## config.mk

```make
export PLATFORM = sky130hd
export DESIGN_NAME = srripd_queue
export DESIGN_NICKNAME = d
export VERILOG_FILES = /design/src/sv/srripd_pkg.sv /design/src/sv/srripd_queue.sv
export SDC_FILE = /design/constraint.sdc
export NUM_CORES = 1
export LEC_CHECK = 0
export BUFFER_PORTS_ARGS = -buffer_cell sky130_fd_sc_hd__buf_2
export CORE_ASPECT_RATIO = 1.25
export CORE_MARGIN = 4
export CORE_UTILIZATION = 52
export CTS_CLUSTER_DIAMETER = 200
export DETAILED_ROUTE_END_ITERATION = 16
export PLACE_DENSITY_LB_ADDON = 0.25
export SKIP_CTS_REPAIR_TIMING = 1
export SLEW_MARGIN = 20
export SYNTH_ARGS = -nofsm -noshare
export SYNTH_HDL_FRONTEND = slang
export SYNTH_SLANG_ARGS = --single-unit
```

## constraint.sdc

```tcl
create_clock -name clk -period 3.3 [get_ports clk]
set_input_delay 0.165 -clock clk [delete_from_list [all_inputs] [get_ports clk]]
set_output_delay 0.165 -clock clk [all_outputs]
set_load 0.02 [all_outputs]
```

## src/sv/srripd_pkg.sv

```systemverilog
package srripd_pkg;

  localparam int SET_IN_W = 11;
  localparam int WAY_IN_W = 4;
  localparam int ADDR_W   = 16;
  localparam int AGE_W    = 2;
  localparam int STREAK_W = 3;
  localparam int FILL_W   = 5;
  localparam int Q_DEPTH  = 2;
  localparam int Q_PTR_W  = 1;

  localparam logic [AGE_W-1:0]  AGE_MAX   = 2'd3;
  localparam logic [AGE_W-1:0]  AGE_NEW   = 2'd0;
  localparam logic [FILL_W-1:0] FILL_WRAP = 5'h1F;

  typedef enum logic {
    OP_VICTIM = 1'b0,
    OP_UPDATE = 1'b1
  } op_t;

  typedef enum logic [1:0] {
    BK_INIT,
    BK_IDLE,
    BK_EXEC
  } back_state_t;

  typedef struct packed {
    op_t                 op;
    logic [SET_IN_W-1:0] set_index;
    logic [WAY_IN_W-1:0] way_index;
    logic [ADDR_W-1:0]   address_low;
    logic                was_hit;
    logic                leader;
    logic                first_half;
  } item_t;

  typedef struct packed {
    logic [ADDR_W-1:0]   last_address;
    logic [ADDR_W-1:0]   last_stride;
    logic [STREAK_W-1:0] streak;
  } stride_t;

endpackage

```

## src/sv/srripd_queue.sv

```systemverilog
module srripd_queue (
  input  logic              clk,
  input  logic              rst_n,
  input  logic              push,
  input  srripd_pkg::item_t push_item,
  output logic              full,
  input  logic              pop,
  output srripd_pkg::item_t head,
  output logic              empty
);
  import srripd_pkg::*;

  item_t              slot_r [Q_DEPTH];
  logic [Q_PTR_W-1:0] wr_ptr_r;
  logic [Q_PTR_W-1:0] wr_ptr_nxt;
  logic [Q_PTR_W-1:0] rd_ptr_r;
  logic [Q_PTR_W-1:0] rd_ptr_nxt;
  logic [Q_PTR_W:0]   count_r;
  logic [Q_PTR_W:0]   count_nxt;

  assign full  = (count_r == (Q_PTR_W + 1)'(Q_DEPTH));
  assign empty = (count_r == '0);
  assign head  = slot_r[rd_ptr_r];

  always_comb begin
    wr_ptr_nxt = push ? wr_ptr_r + 1'b1 : wr_ptr_r;
    rd_ptr_nxt = pop ? rd_ptr_r + 1'b1 : rd_ptr_r;
    count_nxt  = count_r + (Q_PTR_W + 1)'(push) - (Q_PTR_W + 1)'(pop);
  end

  always_ff @(posedge clk) begin
    if (!rst_n) begin
      wr_ptr_r <= '0;
      rd_ptr_r <= '0;
      count_r  <= '0;
    end else begin
      wr_ptr_r <= wr_ptr_nxt;
      rd_ptr_r <= rd_ptr_nxt;
      count_r  <= count_nxt;
    end
  end

  always_ff @(posedge clk) begin
    if (push) begin
      slot_r[wr_ptr_r] <= push_item;
    end
  end

endmodule

```

==> results of run 1 <==
state kept, by name (all words and copies together), names as in the netlist, named ones only:
signal    cells
count_r       2
rd_ptr_r      1
slot_r       70
wr_ptr_r      1
cells by family (layout without fill, tap and decap cells):
kind of cell               count (synthesis)  in the layout
adders and majority gates                  2              2
AOI/OAI and AO/OA                          1              1
buffers and inverters                      6            111
DFF                                       75             75
xor gates and xnor gates                   2              2
and+or+nand+nor                            9              9
muxes                                     35             35
cells in the mapped netlist (all sizes together):
cell type,instances,share of area [%]
edfxtp,70,72
mux2,35,17
dfxtp,5,3.4
and2,4,0.86
buf,4,2.5
nor2b,4,0.86
ha,2,0.86
inv,2,0.26
nor2,1,0.13
o21a,1,0.26
xnor3,1,0.78
xor2,1,0.30
power breakdown:
part           switching (mW)  internal [mW]  total (mW)
Sequential             0.0398           1.10        1.14
Clock                   0.320          0.503       0.824
Combinational           0.140          0.152       0.291
per-layer routing:
metal / global-route usage (%) / part of all wire [%] / up-vias
met3: 6.31 / 6.1 / 6
met4: 5.79 / 1.6 / 0
met1: 16.0 / 37 / 699
met5: 0 / 0 / -
met2: 25.6 / 55 / 47
li1: - / - / 701
through the flow:
stage          hold slack, ns  utilization [%]  area, um2
6_report               0.0205             68.4       3720
5_1_grt              0.000240             68.4       3720
4_1_cts              -0.00573             65.1       3540
3_5_place_dp            0.356             60.6       3300
3_3_place_gp            0.354             60.6       3300
2_1_floorplan           0.264                -       2910
layout make-up:
cell class	count	area, um2
sequential	75	2210
fill	354	1720
multi-input combinational	49	633
timing repair buffer	93	556
clock buffer	10	128
clock inverter	6	114
tap	64	80.1
inverter	2	7.51
worst paths after layout:
check	start	endpoint	slack (ns)	depth (start not counted)
setup / recovery	flop	head[26]	1.48	2
hold / removal	push_item[21]	slot_r[0][21]	0.02	1
hold reg to reg	rd_ptr_r	flop	0.58	2
setup reg to reg	wr_ptr_r	slot_r[0][6]	1.77	1
==> results.txt, run 1 <==
run status -> finished clean
Via density -> 4.86
crit-path max FO -> 35
Post-Synth XOR/XNOR Area -> 1.08%
first-pass GRT wire length -> 7.30 mm
Buf+Inv Stages, Crit Path -> 1
pwr dens -> 605 nW/um2
initial antenna violation count -> 0
sequential area share after synthesis -> 75.8%
f_max -> 549 MHz
Min-Delay Path Class -> in -> reg
largest family of logic cells by synthesized area -> multiplexers
Relative slew margins -> 31.8%
insertion delay to the later sink of the worst-skew pair -> 0.34 ns
largest net degree at the start of global routing -> 37
CP Data Required Time -> 3.13 ns
critical-path cell list -> mux2_2 > buf_2
Avg Synthesized Cell Area -> 22.3 um2
CTS H-Tree Depth -> 3
Die ar. -> 6850 um2
commonest non-fill, non-tap cell in the layout -> buf_2
synth warn -> 0
ant diodes -> 0
P&R area growth vs syn -> 28.2%
CP Class -> reg -> out
gp weighted congestion -> 0.671
I/O pin cnt -> 76
P_leak -> 1.50 nW
root buffer cell -> clkbuf_8
Antenna Nets Post-Route -> 0
worst slack at placement -> 1.47 ns
WL/cell -> 16.3 um
Routed Wire Length -> 4.89 mm
Synth Area in Compound Gates -> 0.258%
vias -> 1453
adder-cell area share of the yosys netlist -> 0.861%
total of flip-flops plus latches after synthesis -> 75
Detailed Place HPWL -> 3.16 mm
Clk pin slew, worst setup/hold paths -> 0.08 ns
Distinct cells, synth -> 14
CTS Buf Count -> 9
# Max-Cap Violations -> 0
worst IR drop on VDD -> 0.461 mV
GRT overflow -> 0
Tmin final -> 1.82 ns
Crit. End Element -> output pin
critical path startpoint category -> flop
Post-route DRC -> 0
Clock Skews -> 0.00733 ns
TritonCTS clock tree -> yes
die width -> 74.9 um
Cell Area, Synth -> 2910 um2
vias in the first global route -> 1577
CP arrival -> 1.66 ns
Slew @ Worst Pin -> 1.02 ns
Final setup viols -> 0
Die Ht -> 91.6 um
max incr delay on CP -> 0.77 ns
most frequent cells in the layout -> 75 x buf_2, 70 x edfxtp_1, 30 x mux2_4, 18 x dlygate4sd3_1, 9 x clkbuf_8
Total GRT Usage -> 15.0%
Final Power -> 2.25 mW
DRT Pass-1 Iters -> 5
core area -> 5440 um2
critical path's slowest cell -> dfxtp_4
Max Buffers Root-to-Sink -> 2
Hold Vio Cnt, Final -> 0
post-route insts no fill -> 299
DR iter-0 viols -> 73
input/output buffers -> 75
Nets -> 271
Max Transition Viols Final -> 0
Initial Utilization -> 53.4%
Sum Neg Setup Slack -> 0 ns
layout cells sized above 1 -> 54.5%
Syn Nets -> 171
Row Count -> 30
clk sink count -> 75
mux contribution to synthesized area -> 17.4%
PnR worst setup slack -> 1.48 ns
Post-Synth Simple-Gate Area -> 1.85%
RSZ-0062 raised after global routing -> no
critical path's top delay family -> flip-flops
Placed Cells -> 265
Tcrit/Tclk final -> 55.2%
Syn Inst Count -> 130
Power figures use the tool's default switching activity.
==> run 2: changes to the inputs <==
ABC_AREA = 1   (was default)
CORE_UTILIZATION = 47   (was 52)
clock period = 1.6 ns   (was 3.3 ns; I/O delays follow)
==> run 2 against run 1 <==
Compared with the run above: die area grew 9.6%; the run now ends with negative hold slack left; synthesized cell count grew 9.2%; synthesized area is the same; sequential power grew 100%; critical path depth grew 1; via count grew 8.6%; setup slack lost 1.4 ns; routed wire length shrank 2.5%; critical endpoint is now head[0].
==> results.txt, run 2 <==
vias in the first global route -> 1477 (-6.3%)
ranking of synthesized cells by area -> edfxtp_1 72%, mux2_4 16%, dfxtp_1 3.4%, buf_12 2.1%, mux2_2 1.9%
worst IR drop on VDD -> 0.674 mV (+46%)
commonest non-fill, non-tap cell in the layout -> buf_2
Syn Inst Count -> 142 (+9.2%)
Syn Nets -> 183 (+7.0%)
I/O pin cnt -> 76 (unchanged)
CP Data Required Time -> 1.52 ns (-1.61 ns)
largest net degree at the start of global routing -> 27 (-27%)
WL/cell -> 13.5 um (-17%)
Crit. End Element -> output pin
Clock Skews -> 0.00637 ns (-0.000959 ns)
NetSw -> 970 uW (+94%)
Cell Area, Synth -> 2910 um2 (unchanged)
pwr dens -> 1080 nW/um2 (+79%)
vias -> 1578 (+8.6%)
hold path depth -> 3 (+2)
TritonCTS clock tree -> yes
Hold Crit Endpoint -> count_r[0]
critical path startpoint category -> flop
leading area contributor after synthesis -> edfxtp_1
Avg Synthesized Cell Area -> 20.5 um2 (-8.5%)
R2R setup slack -> 0.35 ns (-1.42 ns)
top cell type's share of synthesized area -> 72.4% (unchanged)
clk sink count -> 75 (unchanged)
P_int -> 3.28 mW (+87%)
f_max -> 663 MHz
run status -> finished, violations left
Final setup viols -> 0 (unchanged)
Biggest register -> slot_r
Routed Wire Length -> 4.77 mm (-2.5%)
count leader, synth -> edfxtp_1
Hold Vio Cnt, Final -> 1 (+1)
Post-synth ARST share -> 0% (unchanged)
P_leak -> 1.61 nW (+7.8%)
GRT overflow -> 0 (unchanged)
Die ar. -> 7510 um2 (+9.6%)
CTS Buf Count -> 9 (unchanged)
top flop regs -> slot_r: 70 flops, count_r: 2 flops
core area -> 5900 um2 (+8.3%)
die width -> 78.3 um (+4.6%)
ant diodes -> 0 (unchanged)
launch point of the worst reg-to-reg path -> count_r[0]
Tcrit/Tclk final -> 94.3%
Post-synth EDFFs -> 70 (unchanged)
insertion delay to the later sink of the worst-skew pair -> 0.33 ns (about the same)
combinational power share -> 14.5% (+1.6 points)
Worst R2R Path Depth -> 8 (+7)
CTS H-Tree Depth -> 3 (unchanged)
Fill cells -> 446 (+26%)
Max Transition Viols Final -> 0 (unchanged)
layout cells sized above 1 -> 48.9% (-5.6 points)
Fin Hold WS -> -0.0116 ns (-0.0321 ns)
r2r endpoint -> count_r[1]
Via density -> 4.48 (-7.7%)
DRT Pass-1 Iters -> 4 (-1)
Clk pin slew, worst setup/hold paths -> 0.07 ns (about the same)
Initial Utilization -> 49.3% (-4.1 points)
sequential area share after synthesis -> 75.8% (unchanged)
total of flip-flops plus latches after synthesis -> 75 (unchanged)
P&R area growth vs syn -> 35.2%
Row Count -> 31 (+3.3%)
gp weighted congestion -> 0.646 (-3.7%)
ys flop type -> edfxtp_1
input/output buffers -> 75 (unchanged)
synth cell count leaders -> 70 x edfxtp_1, 30 x mux2_4, 9 x nor2_1
DR iter-0 viols -> 94 (+29%)
Nets -> 306 (+13%)
first-pass GRT wire length -> 6.92 mm (-5.2%)
Clock power frac -> 31.4% (-5.2 points)
Antenna Nets Post-Route -> 0 (unchanged)
Tmin final -> 1.51 ns
flip-flop count of the largest register after layout -> 70 (unchanged)
Relative slew margins -> 80.7% (+49 points)
Detailed Place HPWL -> 3.07 mm (-2.9%)
crit-path max FO -> 16 (-54%)
root buffer cell -> clkbuf_8
Die Ht -> 95.9 um (+4.7%)
CP arrival -> 1.43 ns (-0.23 ns)
Post-route DRC -> 0 (unchanged)
# Max-Cap Violations -> 0 (unchanged)
Distinct cells, synth -> 12 (-2)
most frequent cells in the layout -> 75 x buf_2, 70 x edfxtp_1, 35 x dlygate4sd3_1, 30 x mux2_4, 9 x clkbuf_8
synth warn -> 0 (unchanged)
Min-Delay Path Class -> in -> reg
HP Start -> rst_n
Reg power frac -> 54.1% (+3.6 points)
failing checks -> negative hold slack
Slew @ Worst Pin -> 0.290 ns (-0.731 ns)
Max Buffers Root-to-Sink -> 2 (unchanged)
CP Class -> reg -> out
Sum Neg Setup Slack -> 0 ns (unchanged)
initial antenna violation count -> 0 (unchanged)
RSZ-0062 raised after global routing -> no
Total GRT Usage -> 12.7% (-2.3 points)
Switching Fraction -> 22.8% (+0.65 points)
==> run 2: power groups by stage <==
stage	clock (mW)	combinational (mW)	sequential [mW]
4_1_cts	1.39	0.559	2.30
6_report	1.34	0.617	2.30
5_1_grt	1.47	0.670	2.31
3_5_place_dp	0	0.558	2.34
3_3_place_gp	0	0.552	2.34
2_1_floorplan	0	0.388	2.33
==> run 2: per-layer routing <==
metal,track usage (%),wire length (um)
met4,9.18,96
met5,0,0
met3,3.65,248
met1,14.2,1990
met2,20.9,2430
==> run 2: kinds of logic after synthesis <==
logic type / count (synthesis) / share of synthesized area, %
mux: 35 / 17.4
buf+inv: 11 / 3.36
compound gates: 1 / 0.172
flops: 75 / 75.8
fa+ha+maj: 2 / 0.861
simple gates: 18 / 2.37
==> run 2: worst max path at each step <==
stage | startpoint | endpoint | slack, ns | cells past startpoint
after global placement | count_r[0] | count_r[1] | 0.39 | 8
final | flop | head[0] | 0.09 | 3
after global routing | flop | head[0] | 0.04 | 3
after floorplan | wr_ptr_r | slot_r[1][0] | 0.06 | 2
after CTS | flop | head[11] | 0.004 | 3
after detailed placement | count_r[0] | count_r[1] | 0.35 | 8
==> run 2: critical path, stage by stage, from the launching register on <==
cell and delay [ns]:
dfxtp_2 0.37, buf_6 0.23, mux2_4 0.33, buf_2 0.16
==> run 2: layout make-up <==
cell class | instances | area (um2) | share of cell area (%)
multi-input combinational | 56 | 613 | 15.6
clock buffer | 10 | 128 | 3.25
inverter | 7 | 26.3 | 0.669
timing repair buffer | 116 | 800 | 20.4
tap | 82 | 103 | 2.61
clock inverter | 6 | 56.3 | 1.43
sequential | 75 | 2200 | 56.1
==> run 2: stage by stage <==
stage                     setup WS (ns)  utilization (%)  instances  instance area (um2)  total power, mW
final                            0.0919             66.6        352                 3930             4.25
after global routing             0.0396             66.6        352                 3930             4.45
after CTS                       0.00394             60.6        317                 3570             4.24
after detailed placement          0.347             57.5        301                 3390             2.90
after global placement            0.386             57.5        301                 3390             2.89
after floorplan                  0.0617                -        142                 2910             2.72
